<file path="config.mk">
export PLATFORM = sky130hd
export DESIGN_NAME = linear_probe_hash_table_core
export DESIGN_NICKNAME = d
export VERILOG_FILES = /design/src/sv/lpht_pkg.sv /design/src/sv/lpht_ram.sv /design/src/sv/lpht_mod_unit.sv /design/src/sv/linear_probe_hash_table_core.sv
export SDC_FILE = /design/constraint.sdc
export NUM_CORES = 1
export LEC_CHECK = 0
export BUFFER_PORTS_ARGS = -buffer_cell sky130_fd_sc_hd__clkbuf_2
export CAP_MARGIN = 20
export CORE_UTILIZATION = 55
export DETAILED_ROUTE_END_ITERATION = 12
export GPL_TIMING_DRIVEN = 0
export PLACE_DENSITY = 0.77
export SLEW_MARGIN = 20
export SYNTH_ARGS = -nofsm -noshare
export SYNTH_HDL_FRONTEND = slang
export SYNTH_SLANG_ARGS = --single-unit
export TNS_END_PERCENT = 20
</file>
<file path="constraint.sdc">
create_clock -name clk -period 7.4 [get_ports clk]
set_input_delay 0 -clock clk [delete_from_list [all_inputs] [get_ports clk]]
set_output_delay 0 -clock clk [all_outputs]
set_load 0.005 [all_outputs]
</file>
<file path="src/sv/lpht_pkg.sv">
// ----------------------------------------------------------------------------
// lpht_pkg: shared types and constants for the linear probing hash table
// Table geometry, derived widths, command and status codes, sequencer states.
// ----------------------------------------------------------------------------
package lpht_pkg;

    // table geometry
    localparam int TABLE_SIZE = 13;
    localparam int KEY_W      = 16;
    localparam int SLOT_W     = (TABLE_SIZE > 1) ? $clog2(TABLE_SIZE) : 1;
    localparam int ACC_W      = SLOT_W + 1;
    localparam int STATUS_W   = 2;
    localparam int SLOT_OUT_W = 4;

    // home slot by reciprocal multiply: quotient = (key * HASH_MUL) >> HASH_SHIFT,
    // exact for every 16-bit key while TABLE_SIZE stays at or below 256
    localparam int HASH_SHIFT  = 24;
    localparam int HASH_MUL_W  = HASH_SHIFT;
    localparam int HASH_PROD_W = KEY_W + HASH_MUL_W;
    localparam logic [HASH_MUL_W-1:0] HASH_MUL =
        HASH_MUL_W'(((64'd1 << HASH_SHIFT) + 64'(TABLE_SIZE) - 64'd1) / 64'(TABLE_SIZE));

    typedef logic [KEY_W-1:0]     key_t;
    typedef logic [SLOT_W-1:0]    slot_idx_t;
    typedef logic [ACC_W-1:0]     acc_t;

    // command codes
    localparam logic CMD_INSERT = 1'b0;
    localparam logic CMD_DELETE = 1'b1;

    // status codes
    typedef enum logic [STATUS_W-1:0] {
        STATUS_INSERTED  = 2'd0,
        STATUS_FULL      = 2'd1,
        STATUS_DELETED   = 2'd2,
        STATUS_NOT_FOUND = 2'd3
    } status_t;

    // sequencer states
    typedef enum logic [2:0] {
        ST_IDLE  = 3'd0,
        ST_QUOT  = 3'd1,
        ST_HASH  = 3'd2,
        ST_PROBE = 3'd3,
        ST_DONE  = 3'd4
    } state_t;

endpackage

</file>
<file path="src/sv/lpht_ram.sv">
// ----------------------------------------------------------------------------
// lpht_ram: generic single-write, single-read memory
// One write port and one read port, read data registered.
// ----------------------------------------------------------------------------
module lpht_ram #(
    parameter int WIDTH = 16,
    parameter int DEPTH = 16
) (
    input  logic                                   clk,
    input  logic                                   we,
    input  logic [(DEPTH > 1 ? $clog2(DEPTH) : 1)-1:0] waddr,
    input  logic [WIDTH-1:0]                       wdata,
    input  logic [(DEPTH > 1 ? $clog2(DEPTH) : 1)-1:0] raddr,
    output logic [WIDTH-1:0]                       rdata
);

    logic [WIDTH-1:0] mem_reg [DEPTH];
    logic [WIDTH-1:0] rdata_reg;

    // write port
    always_ff @(posedge clk)
    begin
        if (we)
        begin
            mem_reg[waddr] <= wdata;
        end
    end

    // registered read port
    always_ff @(posedge clk)
    begin
        rdata_reg <= mem_reg[raddr];
    end

    assign rdata = rdata_reg;

endmodule

</file>
<file path="src/sv/lpht_mod_unit.sv">
// ----------------------------------------------------------------------------
// lpht_mod_unit: conditional-subtract unit
// Reduces a value below twice the table size into the slot range. Serves
// the wrapping probe increment.
// ----------------------------------------------------------------------------
module lpht_mod_unit (
    input  lpht_pkg::acc_t      a,
    output lpht_pkg::slot_idx_t r
);

    localparam lpht_pkg::acc_t SIZE_ACC = lpht_pkg::ACC_W'(lpht_pkg::TABLE_SIZE);

    lpht_pkg::acc_t diff;

    // one compare and subtract
    always_comb
    begin
        diff = a - SIZE_ACC;
        if (a >= SIZE_ACC)
        begin
            r = lpht_pkg::SLOT_W'(diff);
        end
        else
        begin
            r = lpht_pkg::SLOT_W'(a);
        end
    end

endmodule

</file>
<file path="src/sv/linear_probe_hash_table_core.sv">
// ----------------------------------------------------------------------------
// linear_probe_hash_table_core: open-addressed hash table, linear probing
// Insert and delete of 16-bit keys; one result per command.
// ----------------------------------------------------------------------------
// Usage:
//   Input channel (in_valid/in_ready, command, key): one command per transfer,
//   command 0 inserts the key, command 1 deletes the first matching entry.
//   Output channel (out_valid/out_ready, status, slot): one result per command,
//   in command order.
//   Timing: after an input transfer a reciprocal multiply and a
//   multiply-subtract give the home slot, then slots are probed one per
//   cycle, up to TABLE_SIZE slots, through the key memory's registered
//   read port, then the result is staged. in_ready is low meanwhile, so the
//   block takes no new command before the last one's result is staged.
//   The output register holds one finished result; the next command is taken
//   while it waits. If the receiver stalls longer, the block holds the new
//   result in its staging register and stays busy until the output frees.
//   Reset clears all slot valid bits, the sequencer and the output valid
//   flag; in_ready is high from reset on.
// ----------------------------------------------------------------------------
module linear_probe_hash_table_core (
    input  logic        clk,
    input  logic        rst_n,
    input  logic        in_valid,
    output logic        in_ready,
    input  logic        command,
    input  logic [15:0] key,
    output logic        out_valid,
    input  logic        out_ready,
    output logic [1:0]  status,
    output logic [3:0]  slot
);

    localparam lpht_pkg::slot_idx_t LAST_PROBE =
        lpht_pkg::SLOT_W'(lpht_pkg::TABLE_SIZE - 1);

    lpht_pkg::state_t    state_reg, state_next;
    logic                cmd_reg, cmd_next;
    lpht_pkg::key_t      key_reg, key_next;
    lpht_pkg::key_t      quot_reg, quot_next;
    lpht_pkg::slot_idx_t pos_reg, pos_next;
    lpht_pkg::slot_idx_t probe_cnt_reg, probe_cnt_next;
    logic [lpht_pkg::TABLE_SIZE-1:0] valid_reg, valid_next;
    lpht_pkg::status_t   res_status_reg, res_status_next;
    lpht_pkg::slot_idx_t res_slot_reg, res_slot_next;
    logic                out_valid_reg, out_valid_next;
    lpht_pkg::status_t   out_status_reg, out_status_next;
    logic [3:0]          out_slot_reg, out_slot_next;

    lpht_pkg::acc_t      unit_a;
    lpht_pkg::slot_idx_t unit_r;
    lpht_pkg::key_t      rd_key;
    logic [lpht_pkg::HASH_PROD_W-1:0] recip_prod;
    lpht_pkg::key_t      quot_times_size;
    lpht_pkg::key_t      hash_rem;
    logic                ram_we;
    logic                in_xfer;
    logic                out_free;
    logic                hit;

    // compare-subtract unit
    lpht_mod_unit u_mod (
        .a (unit_a),
        .r (unit_r)
    );

    // key store, read address is the next probe position, so the registered read data matches the current one
    lpht_ram #(
        .WIDTH (lpht_pkg::KEY_W),
        .DEPTH (lpht_pkg::TABLE_SIZE)
    ) u_keys (
        .clk   (clk),
        .we    (ram_we),
        .waddr (pos_reg),
        .wdata (key_reg),
        .raddr (pos_next),
        .rdata (rd_key)
    );

    assign in_ready = (state_reg == lpht_pkg::ST_IDLE);
    assign in_xfer  = in_valid && in_ready;
    assign out_free = !out_valid_reg || out_ready;

    // probe match for the current slot
    always_comb
    begin
        if (cmd_reg == lpht_pkg::CMD_INSERT)
        begin
            hit = !valid_reg[pos_reg];
        end
        else
        begin
            hit = valid_reg[pos_reg] && (rd_key == key_reg);
        end
    end

    // home slot arithmetic: reciprocal quotient, then key minus quotient times size
    always_comb
    begin
        recip_prod      = lpht_pkg::HASH_PROD_W'(key_reg) *
                          lpht_pkg::HASH_PROD_W'(lpht_pkg::HASH_MUL);
        quot_times_size = quot_reg * lpht_pkg::KEY_W'(lpht_pkg::TABLE_SIZE);
        hash_rem        = key_reg - quot_times_size;
    end

    // unit operand: wrapping probe increment
    assign unit_a = lpht_pkg::ACC_W'(pos_reg) + lpht_pkg::ACC_W'(1);

    // sequencer next state and datapath control
    always_comb
    begin
        state_next      = state_reg;
        cmd_next        = cmd_reg;
        key_next        = key_reg;
        quot_next       = quot_reg;
        pos_next        = pos_reg;
        probe_cnt_next  = probe_cnt_reg;
        valid_next      = valid_reg;
        res_status_next = res_status_reg;
        res_slot_next   = res_slot_reg;
        out_valid_next  = out_valid_reg;
        out_status_next = out_status_reg;
        out_slot_next   = out_slot_reg;
        ram_we          = 1'b0;

        // output register drains on a transfer
        if (out_valid_reg && out_ready)
        begin
            out_valid_next = 1'b0;
        end

        case (state_reg)
            lpht_pkg::ST_IDLE:
            begin
                if (in_xfer)
                begin
                    cmd_next   = command;
                    key_next   = key;
                    state_next = lpht_pkg::ST_QUOT;
                end
            end

            lpht_pkg::ST_QUOT:
            begin
                // quotient of key by table size
                quot_next  = recip_prod[lpht_pkg::HASH_SHIFT +: lpht_pkg::KEY_W];
                state_next = lpht_pkg::ST_HASH;
            end

            lpht_pkg::ST_HASH:
            begin
                // remainder is the home slot, always below table size
                pos_next       = lpht_pkg::SLOT_W'(hash_rem);
                probe_cnt_next = '0;
                state_next     = lpht_pkg::ST_PROBE;
            end

            lpht_pkg::ST_PROBE:
            begin
                if (hit)
                begin
                    res_slot_next = pos_reg;
                    if (cmd_reg == lpht_pkg::CMD_INSERT)
                    begin
                        ram_we              = 1'b1;
                        valid_next[pos_reg] = 1'b1;
                        res_status_next     = lpht_pkg::STATUS_INSERTED;
                    end
                    else
                    begin
                        valid_next[pos_reg] = 1'b0;
                        res_status_next     = lpht_pkg::STATUS_DELETED;
                    end
                    state_next = lpht_pkg::ST_DONE;
                end
                else if (probe_cnt_reg == LAST_PROBE)
                begin
                    res_slot_next = '0;
                    if (cmd_reg == lpht_pkg::CMD_INSERT)
                    begin
                        res_status_next = lpht_pkg::STATUS_FULL;
                    end
                    else
                    begin
                        res_status_next = lpht_pkg::STATUS_NOT_FOUND;
                    end
                    state_next = lpht_pkg::ST_DONE;
                end
                else
                begin
                    pos_next       = unit_r;
                    probe_cnt_next = probe_cnt_reg + lpht_pkg::SLOT_W'(1);
                end
            end

            lpht_pkg::ST_DONE:
            begin
                if (out_free)
                begin
                    out_valid_next  = 1'b1;
                    out_status_next = res_status_reg;
                    out_slot_next   = 4'(res_slot_reg);
                    state_next      = lpht_pkg::ST_IDLE;
                end
            end

            default:
            begin
                state_next = lpht_pkg::ST_IDLE;
            end
        endcase
    end

    // control registers
    always_ff @(posedge clk or negedge rst_n)
    begin
        if (!rst_n)
        begin
            state_reg     <= lpht_pkg::ST_IDLE;
            valid_reg     <= '0;
            out_valid_reg <= 1'b0;
        end
        else
        begin
            state_reg     <= state_next;
            valid_reg     <= valid_next;
            out_valid_reg <= out_valid_next;
        end
    end

    // payload registers
    always_ff @(posedge clk)
    begin
        cmd_reg        <= cmd_next;
        key_reg        <= key_next;
        quot_reg       <= quot_next;
        pos_reg        <= pos_next;
        probe_cnt_reg  <= probe_cnt_next;
        res_status_reg <= res_status_next;
        res_slot_reg   <= res_slot_next;
        out_status_reg <= out_status_next;
        out_slot_reg   <= out_slot_next;
    end

    assign out_valid = out_valid_reg;
    assign status    = out_status_reg;
    assign slot      = out_slot_reg;

`ifndef ASSERT_OFF
    // a command transfer makes the block busy in the next cycle
    a_busy_after_xfer: assert property (@(posedge clk) disable iff (!rst_n)
        in_valid && in_ready |=> !in_ready)
        else $error("in_ready high right after a command transfer");

    // full and not found results carry slot zero
    a_miss_slot_zero: assert property (@(posedge clk) disable iff (!rst_n)
        out_valid && (status == lpht_pkg::STATUS_FULL ||
                      status == lpht_pkg::STATUS_NOT_FOUND) |-> slot == 4'd0)
        else $error("miss result with nonzero slot");

    // an insert hit marks its slot valid
    a_insert_marks: assert property (@(posedge clk) disable iff (!rst_n)
        state_reg == lpht_pkg::ST_PROBE && hit && cmd_reg == lpht_pkg::CMD_INSERT
        |=> valid_reg[$past(pos_reg)])
        else $error("inserted slot not marked valid");

    // probe count stays inside the table
    a_probe_bound: assert property (@(posedge clk) disable iff (!rst_n)
        state_reg == lpht_pkg::ST_PROBE |-> probe_cnt_reg <= LAST_PROBE)
        else $error("probe count past table size");
`endif

endmodule

</file>
==> impl_metrics.yaml <==
run_status:
  status: "finished, final reports clean"
finish:
  diodes: 0
  fin_nets: 1685
  multi_input_area_um2: 7540
  layout-drive-gt1-share: 0.0671
  syn_to_final_growth_pct: 10.7
  seq_area_um2: 8180
  nFillCells: 2226
  largest_reg_flops: 208
  instances_no_fill: 1866
  final_util: 0.622
placed_design:
  port_buffers: 28
  dp_hpwl_um: 29700
  dp_cells: 1795
  place.gp.congestion: 0.895
clock_tree:
  clkLatencyLatePin_ps: 540
  ctsHtreeMaxLevel: 1
  numClockSinks: 282
  cts_resized: 0
  clockBufferDepth: 3
  cts.clk_slew.worst_paths_ps: 60
  post_cts_buffers: 0
  cts_made_buffers: 27
  cts_tree: "done"
  root_buffer: "clkbuf_16"
  hold_buffers: 21
route:
  drt-wirelength-per-cell_um: 23.0
  drc: 0
  ant_nets: 0
  dr.pass1.iters: 9
  via_per_inst: 6.45
  drt-total-wl_um: 42900
  drtIter0Drc: 1918
  num_vias: 12041
yosys:
  synth_warnings: 0
  synth_edf_count: 245
  post_synth_num_cell_types: 63
  synthTopCellsByArea: "edfxtp_1 (44%), fa_1 (9.9%), ha_1 (9.3%)"
  async_flop_share: 0.0603
  yosysMostFrequentCell: "edfxtp_1"
  yosys_register_bits: 282
  synthCells: 1375
  syn-cell-area_um2: 16700
  synth_commonest_cells: "edfxtp_1 (245), inv_1 (180), ha_1 (125)"
  synth.avg_cell_area_um2: 12.2
  synth_top_area_share: 0.440
  syn_nets: 1604
  yosysTopAreaCell: "edfxtp_1"
  seq_area_frac_synth: 0.489
  synth_ff_type: "edfxtp_1"
global_route:
  grt_pass1_vias: 12155
  grt_pass1_wl_um: 67400
  grt_max_degree: 22
  grt.overflow.total: 0
  grt_usage: 0.284
  antenna_found_initial: 0
worst_setup_path:
  rr_worst_depth: 19
  reg2reg_from: "key_reg[1]$_DFFE_PP_"
  cp_max_fo: 19
  crit_type: "flop to flop"
  r2r_end: "quot_reg[3]$_DFFE_PP_"
  rrSetupSlack_ps: 300
  cp-start-kind: "flop"
  cp.required_ps: 7670
  arrival_ps: 7370
  end_kind: "flop"
floorplan:
  coreArea_um2: 29800
  num_rows: 63
  die_w_um: 176
  die_h_um: 176
  io_pins: 29
  dieArea_um2: 31100
  start_util: 0.562
sta:
  fin_tns_setup_ps: 0
  hold_viol: 0
  slew_viol_final: 0
  finalCriticalPeriod_ps: 7100
  tightest_slew_ps: 1180
  fmax_ghz: 0.141
  setup_viol: 0
  grt_setup_unrepaired: "no"
  max_slew_margin: 0.213
  timing.final.crit_share: 0.960
  skew_ps: 10.7
hold_path:
  min_to: "key_reg[1]$_DFFE_PP_"
  min_path_type: "input pin to flop"
  whs_path_depth: 2
  hp-start: "key[1]"
flow_run:
  drv_cap: 0
cell families (layout without fill, tap and decap cells):
logic type	Yosys count	in the layout	share of synthesized area
and+or+nand+nor	227	227	0.0636
muxes	29	29	0.0249
buffers and inverters	259	360	0.0603
adders and majority gates	208	208	0.193
xor gates and xnor gates	44	44	0.0238
AOI/OAI and AO/OA	326	326	0.146
DFF	282	282	0.489
metal layers:
| metal | vias up | global-route usage | wire, um |
|---|---|---|---|
| met5 | - | 0 | 0 |
| met2 | 715 | 0.481 | 20700 |
| met3 | 185 | 0.0379 | 3880 |
| met1 | 5879 | 0.356 | 15700 |
| met4 | 0 | 0.150 | 2590 |
| li1 | 5262 | - | - |
cell usage in the layout (no fill, tap or decap), drive strengths merged, types with 3 or more instances in the layout:
cell         netlist  final
a211o              3      3
a21boi            24     24
a21o              17     17
a21oi             64     64
a221o             24     24
a221oi            31     31
a222oi            48     48
a22o              14     14
a32oi              8      8
and3              21     21
buf               16     19
bufinv             0      4
clkbuf            61    126
clkinv             0      6
dfrtp             17     17
dfxtp             20     20
dlygate4sd3        0     21
edfxtp           245    245
fa                83     83
ha               125    125
inv              182    183
mux2i             18     18
mux4              10     10
nand2            104    104
nand2b             5      5
nand3             33     33
nand4             19     19
nor2              24     24
nor3               9      9
o211ai             3      3
o21a               4      4
o21ai             43     43
o22ai             27     27
xnor2             32     32
xor2              11     11
worst max-delay path, stage by stage, from the launching register on:
cell      delay [ps]
edfxtp_1        1120
inv_1            370
fa_1             630
fa_1             510
inv_1             70
fa_1             530
fa_1             450
fa_1             550
inv_1             70
fa_1             530
inv_1             40
ha_1             200
nor4_1           360
o21ai_0          160
a21oi_1          140
o31ai_1          100
a311o_1          320
a31o_2           280
a31o_2           260
xnor2_1          130
stage by stage:
step	worst slack [ps]	hold slack [ps]	cell area, um2
global placement	289	-53.3	17400
global route	81.3	185	18500
detailed placement	310	-45.9	17400
finish	300	180	18500
floorplan	1540	-296	16700
CTS	282	168	18500
layout make-up:
cell class,instances,area share
Sequential cell,282,0.441
Multi-Input combinational cell,834,0.407
Clock buffer,37,0.0402
Inverter,182,0.0370
Tap cell,390,0.0263
Timing Repair Buffer,52,0.0218
Buffer,77,0.0175
Clock inverter,12,0.00877
worst max-delay path by stage:
stage	to	start	slack, ps
floorplan	quot_reg[3]$_DFFE_PP_	key_reg[2]$_DFFE_PP_	1540
global placement	quot_reg[3]$_DFFE_PP_	key_reg[1]$_DFFE_PP_	290
detailed placement	quot_reg[3]$_DFFE_PP_	key_reg[1]$_DFFE_PP_	310
CTS	quot_reg[3]$_DFFE_PP_	key_reg[1]$_DFFE_PP_	280
global route	quot_reg[3]$_DFFE_PP_	key_reg[1]$_DFFE_PP_	80
finish	quot_reg[3]$_DFFE_PP_	key_reg[1]$_DFFE_PP_	300
Power is left out: the tool's default activity adds up to more than one toggle a clock period on the data nets, which glitch-free logic cannot reach.
